### src/hdl/rct_pkg.sv
// rct_pkg: shared types and constants for the red object centroid tracker
// used by rct_div, red_object_centroid_tracker_top and tb; no dependencies
`default_nettype none

package rct_pkg;

    // fixed field widths
    localparam int COLOR_W  = 8;
    localparam int FW_W     = 11;
    localparam int MARGIN_W = 8;
    localparam int SUM_W    = 30;
    localparam int CNT_W    = 21;
    localparam int CENT_W   = 14;

    localparam int APB_AW   = 3;
    localparam int APB_DW   = 32;

    localparam logic [SUM_W-1:0]  SUM_MAX   = {SUM_W{1'b1}};
    localparam logic [CNT_W-1:0]  CNT_MAX   = {CNT_W{1'b1}};
    localparam logic [CENT_W-1:0] CENT_MAX  = {CENT_W{1'b1}};

    localparam logic [FW_W-1:0]     FW_RESET     = 11'd640;
    localparam logic [MARGIN_W-1:0] MARGIN_RESET = 8'd100;

    // register index, taken from paddr[2]
    localparam logic REG_FRAME_WIDTH = 1'b0;
    localparam logic REG_RED_MARGIN  = 1'b1;

    // parameter defaults
    localparam int DEF_MAX_WIDTH     = 1024;
    localparam int DEF_MAX_HEIGHT    = 1024;
    localparam int DEF_FRACTION_BITS = 4;

    typedef enum logic [2:0] {
        ST_IDLE,
        ST_START_X,
        ST_WAIT_X,
        ST_START_Y,
        ST_WAIT_Y
    } seq_state_t;

endpackage

`default_nettype wire

### src/hdl/red_object_centroid_tracker_top.sv
// red_object_centroid_tracker_top: red pixel mask, coordinate sums and
// per-frame centroid; depends on rct_pkg and rct_div
//
//  channel  | dir | handshake          | payload
//  ---------+-----+--------------------+---------------------------------------------
//  pixel in | in  | in_valid/in_ready  | red, green, blue, end_of_frame
//  result   | out | out_valid/out_ready| pixel_mask, frame_done, centroid_x/y, red_count
//  config   | in  | apb, pready high   | 0x0 frame_width, 0x4 red_margin
//
// a pixel without end_of_frame streams at one per clock while results are taken
// the end_of_frame pixel starts the shared restoring divider, which works out
// x then y, one quotient bit per cycle; input stalls until both are done
// rst_n clears counters, sums, state and out_valid and resets config at once
// input also stalls while the result register holds a beat not yet taken
`default_nettype none

module red_object_centroid_tracker_top #(
    parameter int MAX_WIDTH     = rct_pkg::DEF_MAX_WIDTH,
    parameter int MAX_HEIGHT    = rct_pkg::DEF_MAX_HEIGHT,
    parameter int FRACTION_BITS = rct_pkg::DEF_FRACTION_BITS
) (
    input  wire logic                        clk,
    input  wire logic                        rst_n,
    // pixel in
    input  wire logic                        in_valid,
    output logic                             in_ready,
    input  wire logic [rct_pkg::COLOR_W-1:0] red,
    input  wire logic [rct_pkg::COLOR_W-1:0] green,
    input  wire logic [rct_pkg::COLOR_W-1:0] blue,
    input  wire logic                        end_of_frame,
    // result
    output logic                             out_valid,
    input  wire logic                        out_ready,
    output logic                             pixel_mask,
    output logic                             frame_done,
    output logic [rct_pkg::CENT_W-1:0]       centroid_x,
    output logic [rct_pkg::CENT_W-1:0]       centroid_y,
    output logic [rct_pkg::CNT_W-1:0]        red_count,
    // config
    input  wire logic                        psel,
    input  wire logic                        penable,
    input  wire logic                        pwrite,
    input  wire logic [rct_pkg::APB_AW-1:0]  paddr,
    input  wire logic [rct_pkg::APB_DW-1:0]  pwdata,
    output logic [rct_pkg::APB_DW-1:0]       prdata,
    output logic                             pready
);
    import rct_pkg::*;

    localparam int COL_W = $clog2(MAX_WIDTH);
    localparam int ROW_W = $clog2(MAX_HEIGHT);
    localparam int CMP_W = ($clog2(MAX_WIDTH + 1) > FW_W) ? $clog2(MAX_WIDTH + 1) : FW_W;

    // configuration
    logic [FW_W-1:0]     fw_reg;
    logic [MARGIN_W-1:0] margin_reg;
    logic                cfg_wr;

    // frame state
    seq_state_t       state_reg, state_next;
    logic [COL_W-1:0] col_reg, col_next;
    logic [ROW_W-1:0] row_reg, row_next;
    logic [SUM_W-1:0] sx_reg, sx_next;
    logic [SUM_W-1:0] sy_reg, sy_next;
    logic [CNT_W-1:0] cnt_reg, cnt_next;

    // finished frame totals for the divider
    logic [SUM_W-1:0] fsx_reg, fsx_next;
    logic [SUM_W-1:0] fsy_reg, fsy_next;
    logic [CNT_W-1:0] fcnt_reg, fcnt_next;

    // result register
    logic              ov_reg, ov_next;
    logic              mask_reg, mask_next;
    logic              done_reg, done_next;
    logic [CENT_W-1:0] cx_reg, cx_next;
    logic [CENT_W-1:0] cy_reg, cy_next;
    logic [CNT_W-1:0]  rc_reg, rc_next;

    logic              accept;
    logic              hit;
    logic [COLOR_W:0]  g_lim, b_lim;
    logic [CMP_W-1:0]  width_eff;
    logic [COL_W:0]    col_inc;
    logic [ROW_W:0]    row_inc;
    logic [SUM_W:0]    sx_add, sy_add;
    logic [SUM_W-1:0]  sx_acc, sy_acc;
    logic [CNT_W-1:0]  cnt_acc;
    logic [SUM_W-1:0]  div_sum;
    logic [CENT_W-1:0] div_q;
    logic              div_start;
    logic              div_done;

    // apb
    assign pready = 1'b1;
    assign cfg_wr = psel && penable && pwrite && pready;
    assign prdata = (paddr[2] == REG_FRAME_WIDTH) ? APB_DW'(fw_reg) : APB_DW'(margin_reg);

    always_ff @(posedge clk or negedge rst_n)
    begin
        if (!rst_n)
        begin
            fw_reg     <= FW_RESET;
            margin_reg <= MARGIN_RESET;
        end
        else if (cfg_wr)
        begin
            if (paddr[2] == REG_FRAME_WIDTH)
                fw_reg <= pwdata[FW_W-1:0];
            else
                margin_reg <= pwdata[MARGIN_W-1:0];
        end
    end

    // classification and accumulation
    assign in_ready = (state_reg == ST_IDLE) && (!ov_reg || out_ready);
    assign accept   = in_valid && in_ready;

    assign g_lim = {1'b0, green} + {1'b0, margin_reg};
    assign b_lim = {1'b0, blue} + {1'b0, margin_reg};
    assign hit   = ({1'b0, red} > g_lim) && ({1'b0, red} > b_lim);

    assign sx_add  = {1'b0, sx_reg} + (SUM_W + 1)'(col_reg);
    assign sy_add  = {1'b0, sy_reg} + (SUM_W + 1)'(row_reg);
    assign sx_acc  = !hit ? sx_reg : (sx_add[SUM_W] ? SUM_MAX : sx_add[SUM_W-1:0]);
    assign sy_acc  = !hit ? sy_reg : (sy_add[SUM_W] ? SUM_MAX : sy_add[SUM_W-1:0]);
    assign cnt_acc = (hit && (cnt_reg != CNT_MAX)) ? cnt_reg + 1'b1 : cnt_reg;

    assign width_eff = ((fw_reg == '0) || (CMP_W'(fw_reg) > CMP_W'(MAX_WIDTH)))
                       ? CMP_W'(MAX_WIDTH) : CMP_W'(fw_reg);
    assign col_inc   = {1'b0, col_reg} + 1'b1;
    assign row_inc   = {1'b0, row_reg} + 1'b1;

    always_comb
    begin
        state_next = state_reg;
        col_next   = col_reg;
        row_next   = row_reg;
        sx_next    = sx_reg;
        sy_next    = sy_reg;
        cnt_next   = cnt_reg;
        fsx_next   = fsx_reg;
        fsy_next   = fsy_reg;
        fcnt_next  = fcnt_reg;
        ov_next    = ov_reg && !out_ready;
        mask_next  = mask_reg;
        done_next  = done_reg;
        cx_next    = cx_reg;
        cy_next    = cy_reg;
        rc_next    = rc_reg;
        div_start  = 1'b0;
        div_sum    = fsx_reg;

        case (state_reg)
            ST_IDLE:
            begin
                if (accept)
                begin
                    mask_next = hit;
                    if (end_of_frame)
                    begin
                        fsx_next   = sx_acc;
                        fsy_next   = sy_acc;
                        fcnt_next  = cnt_acc;
                        col_next   = '0;
                        row_next   = '0;
                        sx_next    = '0;
                        sy_next    = '0;
                        cnt_next   = '0;
                        state_next = ST_START_X;
                    end
                    else
                    begin
                        sx_next   = sx_acc;
                        sy_next   = sy_acc;
                        cnt_next  = cnt_acc;
                        ov_next   = 1'b1;
                        done_next = 1'b0;
                        cx_next   = '0;
                        cy_next   = '0;
                        rc_next   = '0;
                        if (CMP_W'(col_inc) >= width_eff)
                        begin
                            col_next = '0;
                            if (row_inc < (ROW_W + 1)'(MAX_HEIGHT))
                                row_next = row_inc[ROW_W-1:0];
                        end
                        else
                        begin
                            col_next = col_inc[COL_W-1:0];
                        end
                    end
                end
            end
            ST_START_X:
            begin
                div_start  = 1'b1;
                state_next = ST_WAIT_X;
            end
            ST_WAIT_X:
            begin
                if (div_done)
                begin
                    cx_next    = (fcnt_reg == '0) ? '0 : div_q;
                    state_next = ST_START_Y;
                end
            end
            ST_START_Y:
            begin
                div_start  = 1'b1;
                div_sum    = fsy_reg;
                state_next = ST_WAIT_Y;
            end
            ST_WAIT_Y:
            begin
                if (div_done)
                begin
                    cy_next    = (fcnt_reg == '0) ? '0 : div_q;
                    rc_next    = fcnt_reg;
                    done_next  = 1'b1;
                    ov_next    = 1'b1;
                    state_next = ST_IDLE;
                end
            end
            default:
            begin
                state_next = ST_IDLE;
            end
        endcase
    end

    rct_div #(
        .FRACTION_BITS (FRACTION_BITS)
    ) u_div (
        .clk      (clk),
        .rst_n    (rst_n),
        .start    (div_start),
        .sum      (div_sum),
        .count    (fcnt_reg),
        .done     (div_done),
        .quotient (div_q)
    );

    always_ff @(posedge clk or negedge rst_n)
    begin
        if (!rst_n)
        begin
            state_reg <= ST_IDLE;
            col_reg   <= '0;
            row_reg   <= '0;
            sx_reg    <= '0;
            sy_reg    <= '0;
            cnt_reg   <= '0;
            ov_reg    <= 1'b0;
        end
        else
        begin
            state_reg <= state_next;
            col_reg   <= col_next;
            row_reg   <= row_next;
            sx_reg    <= sx_next;
            sy_reg    <= sy_next;
            cnt_reg   <= cnt_next;
            ov_reg    <= ov_next;
        end
    end

    always_ff @(posedge clk)
    begin
        fsx_reg  <= fsx_next;
        fsy_reg  <= fsy_next;
        fcnt_reg <= fcnt_next;
        mask_reg <= mask_next;
        done_reg <= done_next;
        cx_reg   <= cx_next;
        cy_reg   <= cy_next;
        rc_reg   <= rc_next;
    end

    assign out_valid  = ov_reg;
    assign pixel_mask = mask_reg;
    assign frame_done = done_reg;
    assign centroid_x = cx_reg;
    assign centroid_y = cy_reg;
    assign red_count  = rc_reg;

endmodule

`default_nettype wire

### src/hdl/rct_div.sv
// rct_div: restoring divider, one quotient bit per cycle, saturating result
// depends on rct_pkg
`default_nettype none

module rct_div #(
    parameter int FRACTION_BITS = rct_pkg::DEF_FRACTION_BITS
) (
    input  wire logic                      clk,
    input  wire logic                      rst_n,
    input  wire logic                      start,
    input  wire logic [rct_pkg::SUM_W-1:0] sum,
    input  wire logic [rct_pkg::CNT_W-1:0] count,
    output logic                           done,
    output logic [rct_pkg::CENT_W-1:0]     quotient
);
    import rct_pkg::*;

    localparam int DIV_W   = SUM_W + FRACTION_BITS;
    localparam int STEP_W  = $clog2(DIV_W + 1);

    logic              busy_reg, busy_next;
    logic              done_reg, done_next;
    logic [STEP_W-1:0] step_reg, step_next;
    logic [CNT_W-1:0]  rem_reg,  rem_next;
    logic [DIV_W-1:0]  quo_reg,  quo_next;
    logic [CNT_W-1:0]  dsr_reg,  dsr_next;
    logic [CNT_W:0]    trial;
    logic [CNT_W:0]    diff;

    // one shift, compare and subtract per cycle
    assign trial = {rem_reg, quo_reg[DIV_W-1]};
    assign diff  = trial - {1'b0, dsr_reg};

    always_comb
    begin
        busy_next = busy_reg;
        done_next = 1'b0;
        step_next = step_reg;
        rem_next  = rem_reg;
        quo_next  = quo_reg;
        dsr_next  = dsr_reg;
        if (start)
        begin
            busy_next = 1'b1;
            step_next = STEP_W'(DIV_W);
            rem_next  = '0;
            quo_next  = DIV_W'(sum) << FRACTION_BITS;
            dsr_next  = count;
        end
        else if (busy_reg)
        begin
            if (!diff[CNT_W])
            begin
                rem_next = diff[CNT_W-1:0];
                quo_next = {quo_reg[DIV_W-2:0], 1'b1};
            end
            else
            begin
                rem_next = trial[CNT_W-1:0];
                quo_next = {quo_reg[DIV_W-2:0], 1'b0};
            end
            step_next = step_reg - 1'b1;
            if (step_reg == STEP_W'(1))
            begin
                busy_next = 1'b0;
                done_next = 1'b1;
            end
        end
    end

    always_ff @(posedge clk or negedge rst_n)
    begin
        if (!rst_n)
        begin
            busy_reg <= 1'b0;
            done_reg <= 1'b0;
            step_reg <= '0;
        end
        else
        begin
            busy_reg <= busy_next;
            done_reg <= done_next;
            step_reg <= step_next;
        end
    end

    always_ff @(posedge clk)
    begin
        rem_reg <= rem_next;
        quo_reg <= quo_next;
        dsr_reg <= dsr_next;
    end

    assign done     = done_reg;
    assign quotient = (|quo_reg[DIV_W-1:CENT_W]) ? CENT_MAX : quo_reg[CENT_W-1:0];

endmodule

`default_nettype wire

### config.mk
export PLATFORM = sky130hd
export DESIGN_NAME = red_object_centroid_tracker_top
export DESIGN_NICKNAME = d
export VERILOG_FILES = /design/src/hdl/rct_pkg.sv /design/src/hdl/red_object_centroid_tracker_top.sv /design/src/hdl/rct_div.sv
export SDC_FILE = /design/constraint.sdc
export NUM_CORES = 1
export LEC_CHECK = 0
export BUFFER_PORTS_ARGS = -buffer_cell sky130_fd_sc_hd__buf_2
export CAP_MARGIN = 20
export CORE_UTILIZATION = 30
export CTS_CLUSTER_DIAMETER = 60
export DETAILED_ROUTE_END_ITERATION = 12
export PLACE_DENSITY = 0.43
export SETUP_SLACK_MARGIN = 0.15
export SLEW_MARGIN = 0
export SYNTH_ARGS = -nofsm -noshare
export SYNTH_HDL_FRONTEND = slang
export SYNTH_SLANG_ARGS = --single-unit
### constraint.sdc
create_clock -name clk -period 6.37 [get_ports clk]
set_input_delay 0.637 -clock clk [delete_from_list [all_inputs] [get_ports clk]]
set_output_delay 0.637 -clock clk [all_outputs]
set_load 0.02 [all_outputs]
Yosys cells after proc, flatten, opt, wreduce, memory -nomap -nowiden --
Cells that the tools add are included. Widths: inputs -> output; s select.
Word-level totals: output and inout port bits 86, word-level logic and storage cells 132, register bits after elaboration 340, input port bits 67
Cells by class: $lt $le $gt $ge 5, multiplexer cells 53, reduce and logical (&&, ||, !) cells 29, bitwise gates (word level) 1, add/subtract/negate cells 9, equal/unequal tests 11
Operator list (count):
- $mux 30 | 7
- $mux 21 | 6
- $mux 14 | 5
- $mux 34 | 2
- $add 30x10->31 | 2
- $pmux 14 s2 | 2
- $mux 10 | 5
- $pmux 21 s2 | 1
- $add 10x1->11 const B | 2
- $mux 11 | 2
- $sub 22x21->22 | 1
- $add 21x1->21 const B | 1
- $logic_not 21->1 | 1
- $ne 21x21->1 const B | 1
- $reduce_or 20->1 | 1
- $add 8x8->9 | 2
- $gt 8x9->1 | 2
- $reduce_and 4->1 | 4
- $pmux 3 s5 | 1
- $mux 1 | 14
- $mux 3 | 4
- $mux 6 | 2
- $ge 11x11->1 | 1
- $gt 11x11->1 const B | 1
- other kinds (19) | 38

Depth between registers and ports, before layout --
Gate-level depths: netlist (run 1).
word-level depth 6, gate-level depth with buffers 20, depth with buffers taken out 18

Modules after synthesis --
From an unflattened synthesis (run 1), not the netlist that was laid out.
Unflattened totals: cell total of the unflattened synthesis 1907, area total of the unflattened synthesis 19905.3 µm²
Modules (own cells, without submodules):
- red_object_centroid_tracker_top | area an instance 15169.5 µm², seq. area each 7073.0 µm², cells each 1454, instances 1
- rct_div | area an instance 4735.8 µm², seq. area each 2232.1 µm², cells each 453, instances 1

Worst setup path after synthesis (run 1) --
Ideal clock, no wire load.
path kind input to register, start in out_ready, end reg cy_reg[0], in the netlist centroid_y[0] (enable), path slack 1.237 ns, data arrival time 4.658 ns, library setup time 0.475 ns, buffers on the path 0, cell stages on the path 6, required time 5.895 ns, cells stage by stage nor2b_1 nor4_1 nand2_1 nor2_1 a21oi_1 nor3_1
Between the ends: word-level cells in the longest chain between the ends 5
RTL lines:
- start: declaration | line red_object_centroid_tracker_top.sv:33 | input wire logic out_ready,
- $logic_or 1x1->1 | line red_object_centroid_tracker_top.sv:116 | assign in_ready = (state_reg == ST_IDLE) && (!ov_reg || out_ready);
- $logic_and 1x1->1 | line red_object_centroid_tracker_top.sv:116
- named net in_ready | line red_object_centroid_tracker_top.sv:26 | output logic in_ready,
- $logic_and 1x1->1 | line red_object_centroid_tracker_top.sv:117 | assign accept = in_valid && in_ready;
- $ne 2x2->1 (no source line)
- $reduce_and 4->1 (no source line)
- end signal: assignment | line red_object_centroid_tracker_top.sv:276 | cy_reg <= cy_next;
- end: declaration | line red_object_centroid_tracker_top.sv:77 | logic [CENT_W-1:0] cy_reg, cy_next;
The timed path passes the listed nets, and every way through them passes these cells. A chain may end at the register's enable or synchronous reset.

Worst setup path after layout (run 1) --
start reg margin_reg[1], end reg fsx_reg[15] (data pin)
Between the ends: word-level cells in the longest chain between the ends 4, elaborated cells between the ends (all ways) 6, those cells by class add/sub: 2; order compare: 2; mux: 1; reduce/logical: 1
RTL lines:
- start: declaration | line red_object_centroid_tracker_top.sv:56 | logic [MARGIN_W-1:0] margin_reg;
- start signal: assignment | line red_object_centroid_tracker_top.sv:111 | margin_reg <= pwdata[MARGIN_W-1:0];
- $add 8x8->9, on equally long branches | line red_object_centroid_tracker_top.sv:119, red_object_centroid_tracker_top.sv:120
- $gt 8x9->1 | line red_object_centroid_tracker_top.sv:121 | assign hit = ({1'b0, red} > g_lim) && ({1'b0, red} > b_lim);
- $logic_and 1x1->1 (*) | line red_object_centroid_tracker_top.sv:121
- $mux 30 (*) | line red_object_centroid_tracker_top.sv:125 | assign sx_acc = !hit ? sx_reg : (sx_add[SUM_W] ? SUM_MAX : sx_add[SUM_W-1:0]);
- named net sx_acc[15] | line red_object_centroid_tracker_top.sv:87 | logic [SUM_W-1:0] sx_acc, sy_acc;
- end signal: assignment | line red_object_centroid_tracker_top.sv:270 | fsx_reg <= fsx_next;
- end: declaration | line red_object_centroid_tracker_top.sv:68 | logic [SUM_W-1:0] fsx_reg, fsx_next;
The timed path passes the listed nets; every way through them passes the cells marked *.

==> out/metrics.cfg, run 1 <==
[power]
switching_share = 0.255
vdd_drop_max_v = 0.000169
pwr-share-clk = 0.446
p_int_mw = 4.07
power_mw = 5.46
power_frac_seq = 0.440
p_comb_frac = 0.114
p_leak_nw = 9.20
power_density_nw_per_um2 = 249
p_switching_mw = 1.39

[clock_tree]
cts_tree = yes
cts_buffers = 43
ctsHoldBuffers = 0
cts_root_buffer = clkbuf_16
cts.sinks = 340
clk_latency_ns = 0.57
cts_resized = 0
htreeDepth = 2
postCtsSetupBuffers = 0
cts_buffer_depth = 3
path_clk_slew_ns = 0.05

[sta]
min_period_ns = 5.07
min_period_over_period = 0.796
fin_skew_ns = 0.0173
finalHoldViolCount = 0
max_freq_ghz = 0.197
drv_slew = 0
finalSetupViolCount = 0
fin_setup_tns_ns = 0
max_slew_margin = 0.312
rsz0062_at_grt = false
worst_pin_slew_ns = 1.02

[die]
start_util = 0.304
dieWidth_um = 255
fp.coreArea_um2 = 63200
dieArea_um2 = 65100
fp.dieH_um = 255
rows = 92
pin_count = 153

[synth]
synth_top_family_by_area = simple AND/OR/NAND/NOR gates
synth_edf_count = 183
avgSynthCellArea_um2 = 10.4
synth_flop_cell = edfxtp_1
synth-seq-cells = 340
synth_mux_area_frac = 0.0454
async_flop_share = 0.388
synthSimpleGateAreaFrac = 0.174
synth_compound_area_frac = 0.143
synth.distinct_cells = 88
syn_inst = 1857
synth_area_um2 = 19200
synth_fa_ha_area_frac = 0.0631
ys_seq_area_frac = 0.484
synthXorXnorAreaFrac = 0.0474
ys_warn_count = 0

[drt]
wl_per_cell_um = 18.3
drc = 0
viasPerCell = 5.01
drt_wl_total_mm = 51.5
dr.pass1.iters = 5
ant_nets = 0
drt_iter0_drc = 846
num_vias = 14100

[layout]
largest_register_ff_count = 34
final_cells = 2819
layout_common_cells = edfxtp_1, nand2_1, nor2_1, o21ai_0, dfrtp_1
final_common_cell = edfxtp_1
area_growth_pct = 14.2
fin_util = 0.348
drive_gt1_frac = 0.143
fin_nets = 2098
fin_area_um2 = 22000

[global_route]
grt_max_degree = 91
grt_pass1_vias = 14000
grtUsageTotal = 0.161
grt_antenna_before_repair = 2
gr-total-overflow = 0
grt_pass1_wl_mm = 81.5

[critical_path]
worstPathArrival_ns = 5.36
crit_type = reg2reg
r2r-end = fsx_reg[15]$_DFFE_PP_
crit_path_end_kind = flip-flop
crit_path_end = fsx_reg[15]$_DFFE_PP_
rrSetupSlack_ns = 1.30
worstSetupStartpoint = margin_reg[1]$_DFFE_PN0P_
r2r_cells = 19
cp-start-kind = flip-flop
path_max_fanout = 30
reg2reg_from = margin_reg[1]$_DFFE_PN0P_
crit_required_ns = 6.65

[placement]
io_buffer_count = 107
dp_cells = 2738
placed_cell_area_um2 = 20600
gp_congestion = 0.785
hpwlAfterDp_mm = 36.1

[outcome]
status = complete, no violations

[worst_hold_path]
hold_path.class = in2async

[flow_run]
maxCapViolCount = 0

[power by group through the flow]
stage	clock (mW)	sequential, mW	combinational [mW]
2_1_floorplan	0	2.42	0.465
3_3_place_gp	0	2.45	0.622
3_5_place_dp	0	2.45	0.628
4_1_cts	2.52	2.40	0.632
5_1_grt	2.59	2.41	0.699
6_report	2.43	2.40	0.622
[Yosys cell counts (6+ instances only)]
library cell | count | area share
edfxtp_1 | 183 | 0.29
nand2_1 | 161 | 0.031
nor2_1 | 145 | 0.028
o21ai_0 | 130 | 0.034
dfrtp_1 | 127 | 0.17
ha_1 | 89 | 0.058
nand3_1 | 68 | 0.018
clkbuf_1 | 66 | 0.013
inv_1 | 64 | 0.012
a21oi_1 | 61 | 0.016
xnor2_1 | 60 | 0.027
mux2i_1 | 49 | 0.026
xor2_1 | 44 | 0.020
and2_1 | 39 | 0.013
and3_1 | 36 | 0.012
mux2_2 | 34 | 0.020
nand4_1 | 34 | 0.011
nor3_1 | 30 | 0.0078
a31oi_1 | 28 | 0.0091
nand2b_1 | 28 | 0.0091
dfxtp_1 | 25 | 0.026
buf_4 | 23 | 0.0090
nor4_1 | 23 | 0.0075
a21o_1 | 22 | 0.0086
o21a_1 | 21 | 0.0082
nor2b_1 | 18 | 0.0059
a22o_1 | 17 | 0.0077
o22a_1 | 12 | 0.0055
a211oi_1 | 11 | 0.0043
buf_2 | 11 | 0.0029
a311oi_1 | 10 | 0.0046
o211ai_1 | 10 | 0.0039
o31ai_1 | 10 | 0.0039
and4_1 | 9 | 0.0041
o21bai_1 | 9 | 0.0035
or4_1 | 9 | 0.0035
buf_1 | 8 | 0.0016
or3_1 | 8 | 0.0026
buf_6 | 6 | 0.0035
nor4_2 | 6 | 0.0039
or2_2 | 6 | 0.0020
[critical path, cell delays in order, from the launching register on]
cell and delay [ns]:
dfrtp_1 0.46, ha_1 0.31, a21o_1 0.18, a21oi_1 0.26, o21bai_1 0.10, a21oi_1 0.22, o21ai_0 0.12, a21oi_1 0.18
xor2_1 0.17, ha_1 0.26, nand4_1 0.10, o22ai_1 0.07, or3_1 0.40, a311oi_1 0.45, nand3_2 0.11, buf_4 0.21
buf_4 0.27, nor3_1 0.58, and3_1 0.23, o21ai_0 0.09
[worst min-delay path by stage]
stage	cells past startpoint	slack (ns)	endpoint	start
3_5_place_dp	0	0.47	u_div.dsr_reg[5]$_DFFE_PN_	fcnt_reg[5]$_DFFE_PP_
2_1_floorplan	0	0.34	cnt_reg[0]$_DFFE_PN0P_	rst_n
6_report	1	0.12	row_reg[7]$_DFFE_PN0P_	rst_n
3_3_place_gp	0	0.46	u_div.dsr_reg[5]$_DFFE_PN_	fcnt_reg[5]$_DFFE_PP_
5_1_grt	1	0.17	row_reg[7]$_DFFE_PN0P_	rst_n
4_1_cts	1	0.13	row_reg[7]$_DFFE_PN0P_	rst_n
[metal layers]
layer	vias to the layer above	track usage	part of all wire
li1	6946	-	-
met1	6828	0.227	0.49
met2	267	0.252	0.45
met3	70	0.0234	0.036
met4	2	0.0525	0.026
met5	-	0	0.00025
[cell type report]
class,count,area (um2)
fill,6418,41200
sequential,340,9310
multi-input combinational,1357,9200
clock buffer,55,1160
tap,846,1060
timing repair buffer,130,739
inverter,65,246
clock inverter,24,238
antenna,2,5.00
[per-stage QoR]
stage | setup WS (ns) | hold slack [ns]
after CTS | 1.21 | 0.133
after detailed placement | 0.995 | 0.472
after global placement | 1.02 | 0.460
after global routing | 0.761 | 0.168
final | 1.30 | 0.119
after floorplan | 1.24 | 0.341
[kinds of logic after synthesis]
| kind of cell | after synthesis |
|---|---|
| AOI/OAI and AO/OA | 408 |
| xor gates and xnor gates | 104 |
| and+or+nand+nor | 646 |
| muxes | 83 |
| buffers and inverters | 180 |
| other | 2 |
| DFF | 340 |
| adders and majority gates | 94 |
Power figures use the tool's default switching activity.
==> run 2, diff against run 1 <==
clock period = 4.75 ns   (was 6.37 ns; I/O delays follow)
==> out/metrics.cfg, run 2 (synthesis results as in run 1) <==
[die]
fp.dieH_um = 255
start_util = 0.304
dieArea_um2 = 65100
dieWidth_um = 255
pin_count = 153
fp.coreArea_um2 = 63200
rows = 92

[global_route]
grt_max_degree = 91
grtUsageTotal = 0.161
grt_pass1_vias = 14300
grt_pass1_wl_mm = 81.5
grt_antenna_before_repair = 0
gr-total-overflow = 0

[clock_tree]
clk_latency_ns = 0.57
htreeDepth = 2
cts_root_buffer = clkbuf_16
cts_buffers = 46
cts_tree = yes
cts_buffer_depth = 3
cts.sinks = 340
path_clk_slew_ns = 0.05

[placement]
dp_cells = 2777
pre_cts_ws_ns = -0.0953
hpwlAfterDp_mm = 36.8
placed_cell_area_um2 = 20900
io_buffer_count = 107
gp_congestion = 0.788

[drt]
dr.pass1.iters = 5
drc = 0
drt_iter0_drc = 833
wl_per_cell_um = 18.1
num_vias = 14400
drt_wl_total_mm = 51.8
ant_nets = 0
viasPerCell = 5.01

[sta]
rsz0062_at_grt = true
max_freq_ghz = 0.230
finalHoldViolCount = 0
min_period_over_period = 0.915
drv_slew = 0
finalSetupViolCount = 0
fin_skew_ns = 0.0273
max_slew_margin = 0.376
worst_pin_slew_ns = 0.928
worst_slack_ns = 0.405
min_period_ns = 4.35

[layout]
layout_common_cells = edfxtp_1, nand2_1, nor2_1, o21ai_0, dfrtp_1
nFillCells = 6363
drive_gt1_frac = 0.175
antenna_cells = 0
fin_area_um2 = 22500
fin_nets = 2148
largest_register_ff_count = 34
final_common_cell = edfxtp_1
final_cells = 2870
area_growth_pct = 17.2

[critical_path]
path_buf_inv = 5
crit_required_ns = 5.21
crit_family = compound AO/OA/AOI/OAI gates
rrSetupSlack_ns = 0.40
path_max_fanout = 19
path_depth = 22
worstSetupStartpoint = margin_reg[1]$_DFFE_PN0P_
reg2reg_from = margin_reg[1]$_DFFE_PN0P_
slowest_delay_ns = 0.44
crit_path_end_kind = flip-flop
r2r-end = sy_reg[6]$_DFFE_PN0P_
slowest_stage = dfrtp_2
worstPathArrival_ns = 4.80
crit_path_end = sy_reg[6]$_DFFE_PN0P_
cp-start-kind = flip-flop
path_cells = ha_1 -> a21o_1 -> a21oi_2 -> o21bai_1 -> a21oi_2 -> o21ai_0 -> a21oi_1 -> xor2_1 -> ha_1 -> nand4_1 -> o22ai_1 -> or3_1 -> a311oi_2 -> buf_4 -> nand3_2 -> buf_12 -> inv_1 -> buf_12 -> o21ai_0 -> buf_4 -> o22a_1 -> a22o_1
crit_type = reg2reg
r2r_cells = 22

[worst_hold_path]
hold_depth = 2
hold_path.class = in2reg

[power]
power_density_nw_per_um2 = 336
p_leak_nw = 9.49
vdd_drop_max_v = 0.000210

[outcome]
status = complete, no violations

[flow_run]
maxCapViolCount = 0

[run 2: changes by cell type in the layout (fill, tap and decap cells not counted), moves of 3 or more]
cell,change
a21oi_1,-5
a21oi_2,+5
buf_12,+3
buf_4,+41
clkbuf_16,+3
inv_6,+6
o21ai_0,-3
[run 2: routing by layer]
layer | GRT usage | vias up | wire, um
met2 | 0.263 | 239 | 23800
met4 | 0.0435 | 0 | 975
li1 | - | 7068 | -
met5 | 0 | - | 0
met3 | 0.0201 | 63 | 1740
met1 | 0.223 | 7014 | 25300
[run 2: how the worst min path moves through the flow]
stage                                from                         end  slack, ns
finish                         pwdata[10]      fw_reg[10]$_DFFE_PN0P_       0.14
global route                    pwdata[9]       fw_reg[9]$_DFFE_PN1P_       0.12
CTS                            pwdata[10]      fw_reg[10]$_DFFE_PN0P_       0.11
detailed placement                  rst_n      row_reg[3]$_DFFE_PN0P_       0.48
global placement    fcnt_reg[5]$_DFFE_PP_  u_div.dsr_reg[5]$_DFFE_PN_       0.47
floorplan                           rst_n      cnt_reg[0]$_DFFE_PN0P_       0.18
[run 2: layout make-up]
cell class | count | area, um2 | area share
timing repair buffer | 177 | 1140 | 0.0506
tap | 846 | 1060 | 0.0470
clock inverter | 30 | 289 | 0.0128
sequential | 340 | 9310 | 0.413
inverter | 65 | 246 | 0.0109
multi-input combinational | 1357 | 9280 | 0.412
clock buffer | 55 | 1210 | 0.0535
[run 2: per-stage QoR]
| step | util | total power, mW | setup TNS, ns | hold WS [ns] |
|---|---|---|---|---|
| final | 0.356 | 7.58 | 0 | 0.141 |
| after detailed placement | 0.331 | 4.19 | -0.780 | 0.477 |
| after global routing | 0.356 | 7.91 | 0 | 0.125 |
| after global placement | 0.331 | 4.17 | -0.864 | 0.470 |
| after floorplan | - | 3.87 | 0 | 0.179 |
| after CTS | 0.355 | 7.68 | 0 | 0.106 |
[run 2: timing repair]
action	4_1_cts	5_1_grt
buffers inserted	0	6
gates resized for setup	7	19
pin swaps	0	10
setup endpoints to repair	51	113
cloned	0	0
hold endpoints to repair	46	0
hold buffers	1	0
[run 2: report_power, final]
group	switching, mW	total [mW]	internal, mW
clock network	1.37	3.42	2.05
logic	0.510	0.933	0.423
registers	0.0645	3.22	3.16
